File: src/hw/rtl/msb_pkg.sv
// Shared types and constants for the multi-stack shared buffer.
package msb_pkg;

    localparam int DATA_W = 32;
    localparam int SID_W  = 2;

    localparam logic MODE_PUSH = 1'b0;
    localparam logic MODE_POP  = 1'b1;

    typedef logic [1:0] t_status;

    localparam t_status ST_DONE  = 2'd0;
    localparam t_status ST_FULL  = 2'd1;
    localparam t_status ST_EMPTY = 2'd2;

    typedef struct packed {
        logic capture;
        logic fetch;
        logic commit;
    } t_dp_cmd;

endpackage

File: src/hw/rtl/msb_req_if.sv
// Request channel: operation, stack number and value to push.
interface msb_req_if import msb_pkg::*; ();

    logic                     valid;
    logic                     ready;
    logic                     mode;
    logic [SID_W-1:0]         stack_index;
    logic signed [DATA_W-1:0] push_value;

    modport source (output valid, output mode, output stack_index, output push_value,
                    input ready);
    modport sink   (input valid, input mode, input stack_index, input push_value,
                    output ready);

endinterface

File: src/hw/rtl/msb_rsp_if.sv
// Response channel: completion status and popped value.
interface msb_rsp_if import msb_pkg::*; ();

    logic                     valid;
    logic                     ready;
    t_status                  status;
    logic signed [DATA_W-1:0] popped_value;

    modport source (output valid, output status, output popped_value, input ready);
    modport sink   (input valid, input status, input popped_value, output ready);

endinterface

File: src/hw/rtl/msb_ctrl.sv
// Sequencing state machine for the multi-stack shared buffer.
module msb_ctrl import msb_pkg::*; (
    input  logic    i_clk,
    input  logic    i_rst_n,
    input  logic    i_in_valid,
    output logic    o_in_ready,
    output logic    o_out_valid,
    input  logic    i_out_ready,
    output t_dp_cmd o_cmd
);

    typedef enum logic [1:0] {
        S_IDLE,
        S_READ,
        S_COMMIT
    } t_state;

    t_state r_state;
    logic   r_out_vld;
    logic   w_capture;
    logic   w_commit;

    assign o_in_ready  = (r_state == S_IDLE);
    assign w_capture   = i_in_valid && o_in_ready;
    // The result may only be written once the previous one has left.
    assign w_commit    = (r_state == S_COMMIT) && (!r_out_vld || i_out_ready);
    assign o_out_valid = r_out_vld;

    assign o_cmd.capture = w_capture;
    assign o_cmd.fetch   = (r_state == S_READ);
    assign o_cmd.commit  = w_commit;

    always_ff @(posedge i_clk) begin
        if (!i_rst_n) begin
            r_state   <= S_IDLE;
            r_out_vld <= 1'b0;
        end else begin
            unique case (r_state)
                S_IDLE: begin
                    if (w_capture) r_state <= S_READ;
                end
                S_READ: begin
                    r_state <= S_COMMIT;
                end
                S_COMMIT: begin
                    if (w_commit) r_state <= S_IDLE;
                end
                default: begin
                    r_state <= S_IDLE;
                end
            endcase
            if (w_commit) begin
                r_out_vld <= 1'b1;
            end else if (i_out_ready) begin
                r_out_vld <= 1'b0;
            end
        end
    end

endmodule

File: src/hw/rtl/msb_dp.sv
// Datapath: slot data, link and top-pointer stores with the free list head.
module msb_dp import msb_pkg::*; #(
    parameter int NUM_STACKS = 4,
    parameter int CAPACITY   = 64
) (
    input  logic                     i_clk,
    input  logic                     i_rst_n,
    input  t_dp_cmd                  i_cmd,
    input  logic                     i_mode,
    input  logic [SID_W-1:0]         i_stack_index,
    input  logic signed [DATA_W-1:0] i_push_value,
    output t_status                  o_status,
    output logic signed [DATA_W-1:0] o_popped_value
);

    localparam int AW = $clog2(CAPACITY);
    localparam int LW = $clog2(CAPACITY + 1);
    localparam int SW = (NUM_STACKS > 1) ? $clog2(NUM_STACKS) : 1;
    localparam logic [LW-1:0] LINK_NULL = LW'(CAPACITY);

    logic [DATA_W-1:0] r_data_mem [CAPACITY];
    logic [LW-1:0]     r_link_mem [CAPACITY];
    logic [LW-1:0]     r_top_mem  [NUM_STACKS];
    logic [NUM_STACKS-1:0] r_top_vld;

    logic              r_mode;
    logic              r_sid_ok;
    logic [SW-1:0]     r_sidx;
    logic [DATA_W-1:0] r_val;
    logic [LW-1:0]     r_free_head;
    logic [LW-1:0]     r_fill;
    logic [LW-1:0]     r_top_q;
    logic              r_top_v;
    logic [LW-1:0]     r_flink_q;
    logic [LW-1:0]     r_tlink_q;
    logic [DATA_W-1:0] r_tdata_q;
    t_status           r_status;
    logic [DATA_W-1:0] r_popped;

    logic [SW+1:0]     w_sid_ext;
    logic [SW-1:0]     w_sidx;
    logic              w_sid_ok;
    logic [LW-1:0]     w_top;
    logic [LW-1:0]     w_flink;
    logic [AW-1:0]     w_lrd_addr;
    logic              w_push_ok;
    logic              w_pop_ok;

    assign w_sid_ext = (SW + 2)'(i_stack_index);
    assign w_sidx    = w_sid_ext[SW-1:0];
    assign w_sid_ok  = (int'(i_stack_index) < NUM_STACKS);

    assign w_top = r_top_v ? r_top_q : LINK_NULL;
    // Slots at or above the fill mark were never written and still chain in order.
    assign w_flink = (r_free_head < r_fill) ? r_flink_q : (r_free_head + LW'(1));
    assign w_lrd_addr = i_cmd.fetch ? w_top[AW-1:0] : r_free_head[AW-1:0];

    assign w_push_ok = (r_mode == MODE_PUSH) && r_sid_ok && (r_free_head < LINK_NULL);
    assign w_pop_ok  = (r_mode == MODE_POP) && r_sid_ok && (w_top < LINK_NULL);

    assign o_status       = r_status;
    assign o_popped_value = r_popped;

    always_ff @(posedge i_clk) begin
        if (!i_rst_n) begin
            r_free_head <= '0;
            r_fill      <= '0;
            r_top_vld   <= '0;
        end else if (i_cmd.commit) begin
            if (w_push_ok) begin
                r_free_head       <= w_flink;
                r_top_vld[r_sidx] <= 1'b1;
                if (r_free_head == r_fill) r_fill <= r_fill + LW'(1);
            end else if (w_pop_ok) begin
                r_free_head <= w_top;
            end
        end
    end

    always_ff @(posedge i_clk) begin
        if (i_cmd.capture) begin
            r_mode    <= i_mode;
            r_sid_ok  <= w_sid_ok;
            r_sidx    <= w_sidx;
            r_val     <= i_push_value;
            r_top_q   <= r_top_mem[w_sidx];
            r_top_v   <= r_top_vld[w_sidx];
            r_flink_q <= r_link_mem[w_lrd_addr];
        end
        if (i_cmd.fetch) begin
            r_tlink_q <= r_link_mem[w_lrd_addr];
            r_tdata_q <= r_data_mem[w_top[AW-1:0]];
        end
        if (i_cmd.commit) begin
            if (w_push_ok) begin
                r_data_mem[r_free_head[AW-1:0]] <= r_val;
                r_link_mem[r_free_head[AW-1:0]] <= w_top;
                r_top_mem[r_sidx]               <= r_free_head;
            end else if (w_pop_ok) begin
                r_link_mem[w_top[AW-1:0]] <= r_free_head;
                r_top_mem[r_sidx]         <= r_tlink_q;
            end
            if (r_mode == MODE_PUSH) begin
                r_status <= w_push_ok ? ST_DONE : ST_FULL;
                r_popped <= '0;
            end else begin
                r_status <= w_pop_ok ? ST_DONE : ST_EMPTY;
                r_popped <= w_pop_ok ? r_tdata_q : '0;
            end
        end
    end

endmodule

File: src/hw/rtl/multi_stack_shared_buffer_core.sv
// Several LIFO stacks sharing one slot store, linked through a free list.
// Each transaction runs as capture and top/free-link read, then the
// popped slot's link and data read, then the store update and result write.
// The response register is written by the commit step, which waits until the
// previous response has been taken; a new request is accepted only when idle.
// Synchronous active-low reset empties every stack and restores the free list.
module multi_stack_shared_buffer_core import msb_pkg::*; #(
    parameter int NUM_STACKS = 4,
    parameter int CAPACITY   = 64
) (
    input  logic       i_clk,
    input  logic       i_rst_n,
    msb_req_if.sink    i_req,
    msb_rsp_if.source  o_rsp
);

    t_dp_cmd w_cmd;

    msb_ctrl u_ctrl (
        .i_clk       (i_clk),
        .i_rst_n     (i_rst_n),
        .i_in_valid  (i_req.valid),
        .o_in_ready  (i_req.ready),
        .o_out_valid (o_rsp.valid),
        .i_out_ready (o_rsp.ready),
        .o_cmd       (w_cmd)
    );

    msb_dp #(
        .NUM_STACKS (NUM_STACKS),
        .CAPACITY   (CAPACITY)
    ) u_dp (
        .i_clk          (i_clk),
        .i_rst_n        (i_rst_n),
        .i_cmd          (w_cmd),
        .i_mode         (i_req.mode),
        .i_stack_index  (i_req.stack_index),
        .i_push_value   (i_req.push_value),
        .o_status       (o_rsp.status),
        .o_popped_value (o_rsp.popped_value)
    );

endmodule
File: src/flat_wrapper.sv
// flat-port wrapper written by rule: the top's interface ports become plain ports
module multi_stack_shared_buffer_core_flat import msb_pkg::*;
#(
    parameter int NUM_STACKS = 4,
    parameter int CAPACITY   = 64
)
  (i_clk, i_rst_n, i_req_valid, i_req_mode, i_req_stack_index, i_req_push_value, i_req_ready, o_rsp_valid, o_rsp_status, o_rsp_popped_value, o_rsp_ready);
  msb_req_if i_req_i ();
  msb_rsp_if o_rsp_i ();
  input  logic i_clk;
  input  logic i_rst_n;
  input wire logic [$bits(i_req_i.valid)-1:0] i_req_valid;
  input wire logic [$bits(i_req_i.mode)-1:0] i_req_mode;
  input wire logic [$bits(i_req_i.stack_index)-1:0] i_req_stack_index;
  input wire logic [$bits(i_req_i.push_value)-1:0] i_req_push_value;
  output wire logic [$bits(i_req_i.ready)-1:0] i_req_ready;
  output wire logic [$bits(o_rsp_i.valid)-1:0] o_rsp_valid;
  output wire logic [$bits(o_rsp_i.status)-1:0] o_rsp_status;
  output wire logic [$bits(o_rsp_i.popped_value)-1:0] o_rsp_popped_value;
  input wire logic [$bits(o_rsp_i.ready)-1:0] o_rsp_ready;
  assign i_req_i.valid = i_req_valid;
  assign i_req_i.mode = i_req_mode;
  assign i_req_i.stack_index = i_req_stack_index;
  assign i_req_i.push_value = i_req_push_value;
  assign i_req_ready = i_req_i.ready;
  assign o_rsp_valid = o_rsp_i.valid;
  assign o_rsp_status = o_rsp_i.status;
  assign o_rsp_popped_value = o_rsp_i.popped_value;
  assign o_rsp_i.ready = o_rsp_ready;
  multi_stack_shared_buffer_core #(.NUM_STACKS(NUM_STACKS), .CAPACITY(CAPACITY)) u_core (.i_clk(i_clk), .i_rst_n(i_rst_n), .i_req(i_req_i), .o_rsp(o_rsp_i));
endmodule
File: config.mk
export PLATFORM = sky130hd
export DESIGN_NAME = multi_stack_shared_buffer_core_flat
export DESIGN_NICKNAME = d
export VERILOG_FILES = /design/src/hw/rtl/msb_pkg.sv /design/src/hw/rtl/msb_req_if.sv /design/src/hw/rtl/msb_rsp_if.sv /design/src/hw/rtl/msb_ctrl.sv /design/src/hw/rtl/msb_dp.sv /design/src/hw/rtl/multi_stack_shared_buffer_core.sv /design/src/flat_wrapper.sv
export SDC_FILE = /design/constraint.sdc
export NUM_CORES = 2
export LEC_CHECK = 0
export ABC_AREA = 0
export BUFFER_PORTS_ARGS = -buffer_cell sky130_fd_sc_hd__buf_2
export CORE_MARGIN = 2
export CORE_UTILIZATION = 40
export DETAILED_ROUTE_END_ITERATION = 10
export GPL_ROUTABILITY_DRIVEN = 0
export SYNTH_ARGS = -nofsm -noshare
export SYNTH_HDL_FRONTEND = slang
export SYNTH_SLANG_ARGS = --single-unit
File: constraint.sdc
create_clock -name i_clk -period 4.8 [get_ports i_clk]
set_input_delay 0 -clock i_clk [delete_from_list [all_inputs] [get_ports i_clk]]
set_output_delay 0 -clock i_clk [all_outputs]
set_load 0.005 [all_outputs]
==> results.yml <==
pwr:
  power_frac_clock_pct: 41.6
  p_int_w: 0.0383
  vdd_drop_max_mv: 0.248
  power_w: 0.0488
  net-switching-power_w: 0.0106
  combPwrFrac_pct: 5.6
  power_frac_seq_pct: 52.9
  power_leakage_nw: 38.7
  powerDensity_nw_per_um2: 411
  swShare_pct: 21.7
timing:
  fin_skew_ps: 44.5
  max_clock_freq_mhz: 235
  max-slew-margin-rel_pct: 10.3
  hold_viol: 0
  tightest_slew_ps: 1340
  rsz0062_at_grt: "no"
  fin_setup_tns_ps: 0
  min_period_ps: 4260
  slew_violations: 0
  layout_worst_path_cycle_share_pct: 88.7
  setup-violations-final: 0
critical_path:
  criticalPathCategory: "reg -> reg"
  critical_path_required_ps: 5370
  cp_max_fo: 69
  cp.arrival_ps: 4830
  crit_path_end_kind: "flip-flop"
  worst_setup_path_start_kind: "flip-flop"
cts:
  cts_buffers: 281
  cts_max_level: 5
  cts_tree: "built"
  root_buffer: "clkbuf_16"
  path_clk_slew_ps: 60
  cts_sinks: 2668
  clk_latency_ps: 940
  cts_buffer_depth: 4
yosys:
  synth_warnings: 0
  syn-num-nets: 6105
  yosysSeqAreaShare_pct: 76.9
  synth_area_leaders: "edfxtp_1, mux4_2, mux2i_1"
  synth_flop_cell: "edfxtp_1"
  synth_edf_count: 2647
  synth-seq-cells: 2668
  synth_common_cells: "edfxtp_1, nor2_1, mux2i_1"
  synth_cells: 6057
  synth.avg_cell_area_um2: 17.2
  synth.distinct_cells: 59
  synth_top_area_share_pct: 76.5
  async_reset_ff_share_pct: 0
  synth_top_area_cell: "edfxtp_1"
  netlist_area_um2: 104000
  synth_most_common_cell: "edfxtp_1"
floorplan:
  dieHeight_um: 514
  start_util_pct: 40.1
  core_area_um2: 259000
  dieArea_um2: 264000
  io_pins: 75
  fp-row-count: 187
  die_x_um: 514
detailed_routing:
  wl_per_cell_um: 29.0
  vias: 58300
  first_pass_iters: 7
  ant_nets: 0
  viasPerCell: 5.88
  totalWireLength_mm: 288
  drt-initial-drc-count: 6955
  drc: 0
finish:
  fillers: 21900
  synthToLayoutAreaGrowth_pct: 14.4
  fin_util_pct: 45.9
  drive_gt1_share_pct: 16.6
  multiInputGateArea_um2: 22900
  nNetsFinal: 6388
  regArea_um2: 79900
  stdcell_area_um2: 119000
place:
  place_hpwl_mm: 164
  port_buffers: 74
  placed_area_um2: 110000
grt:
  grt_remaining_overflow: 0
  grt_use_total_pct: 21.3
  grt_pass1_vias: 57400
  antenna_found_initial: 8
  grt_max_degree: 125
  grt_pass1_wl_mm: 411
flow_run:
  maxCapViolCount: 0
min_path:
  hold_path.class: "in -> reg"
status:
  outcome: "finished clean"
==> layout by cell type (no fill, tap or decap), types with 74 or more instances in the layout <==
master,netlist,routed
o21ai_0,310,303
o22ai_1,154,154
nor2_1,429,367
clkbuf_16,0,287
a21oi_1,155,155
dlygate4sd3_1,0,77
a211oi_1,131,131
nor2b_1,87,86
mux4_2,180,180
edfxtp_1,2647,2647
nand2_1,314,306
mux2i_1,399,399
buf_2,82,74
o221ai_1,100,100
buf_4,22,214
mux2_2,132,132
o211ai_1,95,95
==> timing repair <==
action / 4_1_cts / 5_1_grt
resized for setup: 0 / 0
hold buffers: 77 / 0
endpoints found under the hold margin: 114 / 0
setup buffers: 0 / 0
==> final timing paths <==
kind	slack (ps)	depth (start not counted)	to	startpoint
hold reg to reg	470	1	u_core.u_dp.r_top_vld[0]	u_core.u_dp.r_top_vld[0]
hold / removal	60	2	u_core.u_dp.r_sidx[1]	i_req_stack_index[1]
setup reg to reg	540	9	u_core.u_dp.r_tdata_q[2]	u_core.u_dp.r_top_q[2]
setup / recovery	540	9	u_core.u_dp.r_tdata_q[2]	u_core.u_dp.r_top_q[2]
==> cell families (layout without fill, tap and decap cells) <==
kind of cell	after synthesis	in the layout	synth area share (%)
flip-flops	2668	2668	76.9
AO/OA/AOI/OAI	1177	1177	7.47
AND/OR/NAND/NOR	1072	1072	4.55
multiplexers	712	712	9.19
buffers and inverters	410	871	1.74
adder cells (fa/ha/maj)	9	9	0.108
XOR/XNOR	9	9	0.0758
other	0	1	0
==> state kept, by name (all words and copies together) (netlist names), 2 cells and up <==
signal                      count
u_core.u_dp.r_flink_q           7
u_core.u_dp.r_tdata_q          32
u_core.u_dp.r_free_head         7
u_core.u_dp.o_status            2
u_core.u_dp.r_tlink_q           7
u_core.u_dp.r_link_mem        448
u_core.u_dp.r_top_q             7
u_core.u_dp.o_popped_value     32
u_core.u_ctrl.r_state           2
u_core.u_dp.r_val              32
u_core.u_dp.r_top_vld           4
u_core.u_dp.r_fill              7
u_core.u_dp.r_data_mem       2048
u_core.u_dp.r_sidx              2
u_core.u_dp.r_top_mem          28
==> layer usage <==
layer	vias up	global-route usage [%]	share of wire (%)
li1	24800	-	-
met1	30500	28.7	41
met2	2549	35.3	49
met3	462	3.51	7.3
met4	8	6.85	3.1
met5	-	0	0.018
==> power groups by stage <==
stage          combinational [W]  sequential (W)  clock [W]
3_3_place_gp             0.00263          0.0263          0
2_1_floorplan            0.00140          0.0264          0
5_1_grt                  0.00287          0.0258     0.0215
4_1_cts                  0.00272          0.0258     0.0206
3_5_place_dp             0.00266          0.0263          0
6_report                 0.00272          0.0258     0.0203
==> through the flow <==
step | hold WS [ps] | worst slack, ps | std cells
after global routing | 39.1 | 495 | 9921
after floorplan | 98.9 | -229 | 6057
after detailed placement | 178 | 413 | 9382
final | 57.7 | 545 | 9921
after CTS | 6.39 | 402 | 9920
after global placement | 180 | 374 | 9381
==> cell type report <==
class,instances,area share [%]
Tap cell,3402,3.58
Clock inverter,109,0.740
Clock buffer,352,6.29
Multi-Input combinational cell,2979,19.2
Inverter,10,0.0316
Antenna cell,1,0.00210
Sequential cell,2668,67.2
Timing Repair Buffer,400,2.90
==> worst max-delay path, cell delays in order (launching register included) <==
cell and delay [ps]:
edfxtp_1 380, buf_12 250, buf_12 370, and2_2 540, buf_12 300, mux4_2 340, a211oi_1 340, nor3_1 70
o21ai_0 840, nand3_1 360
(Power assumes the default switching activity.)
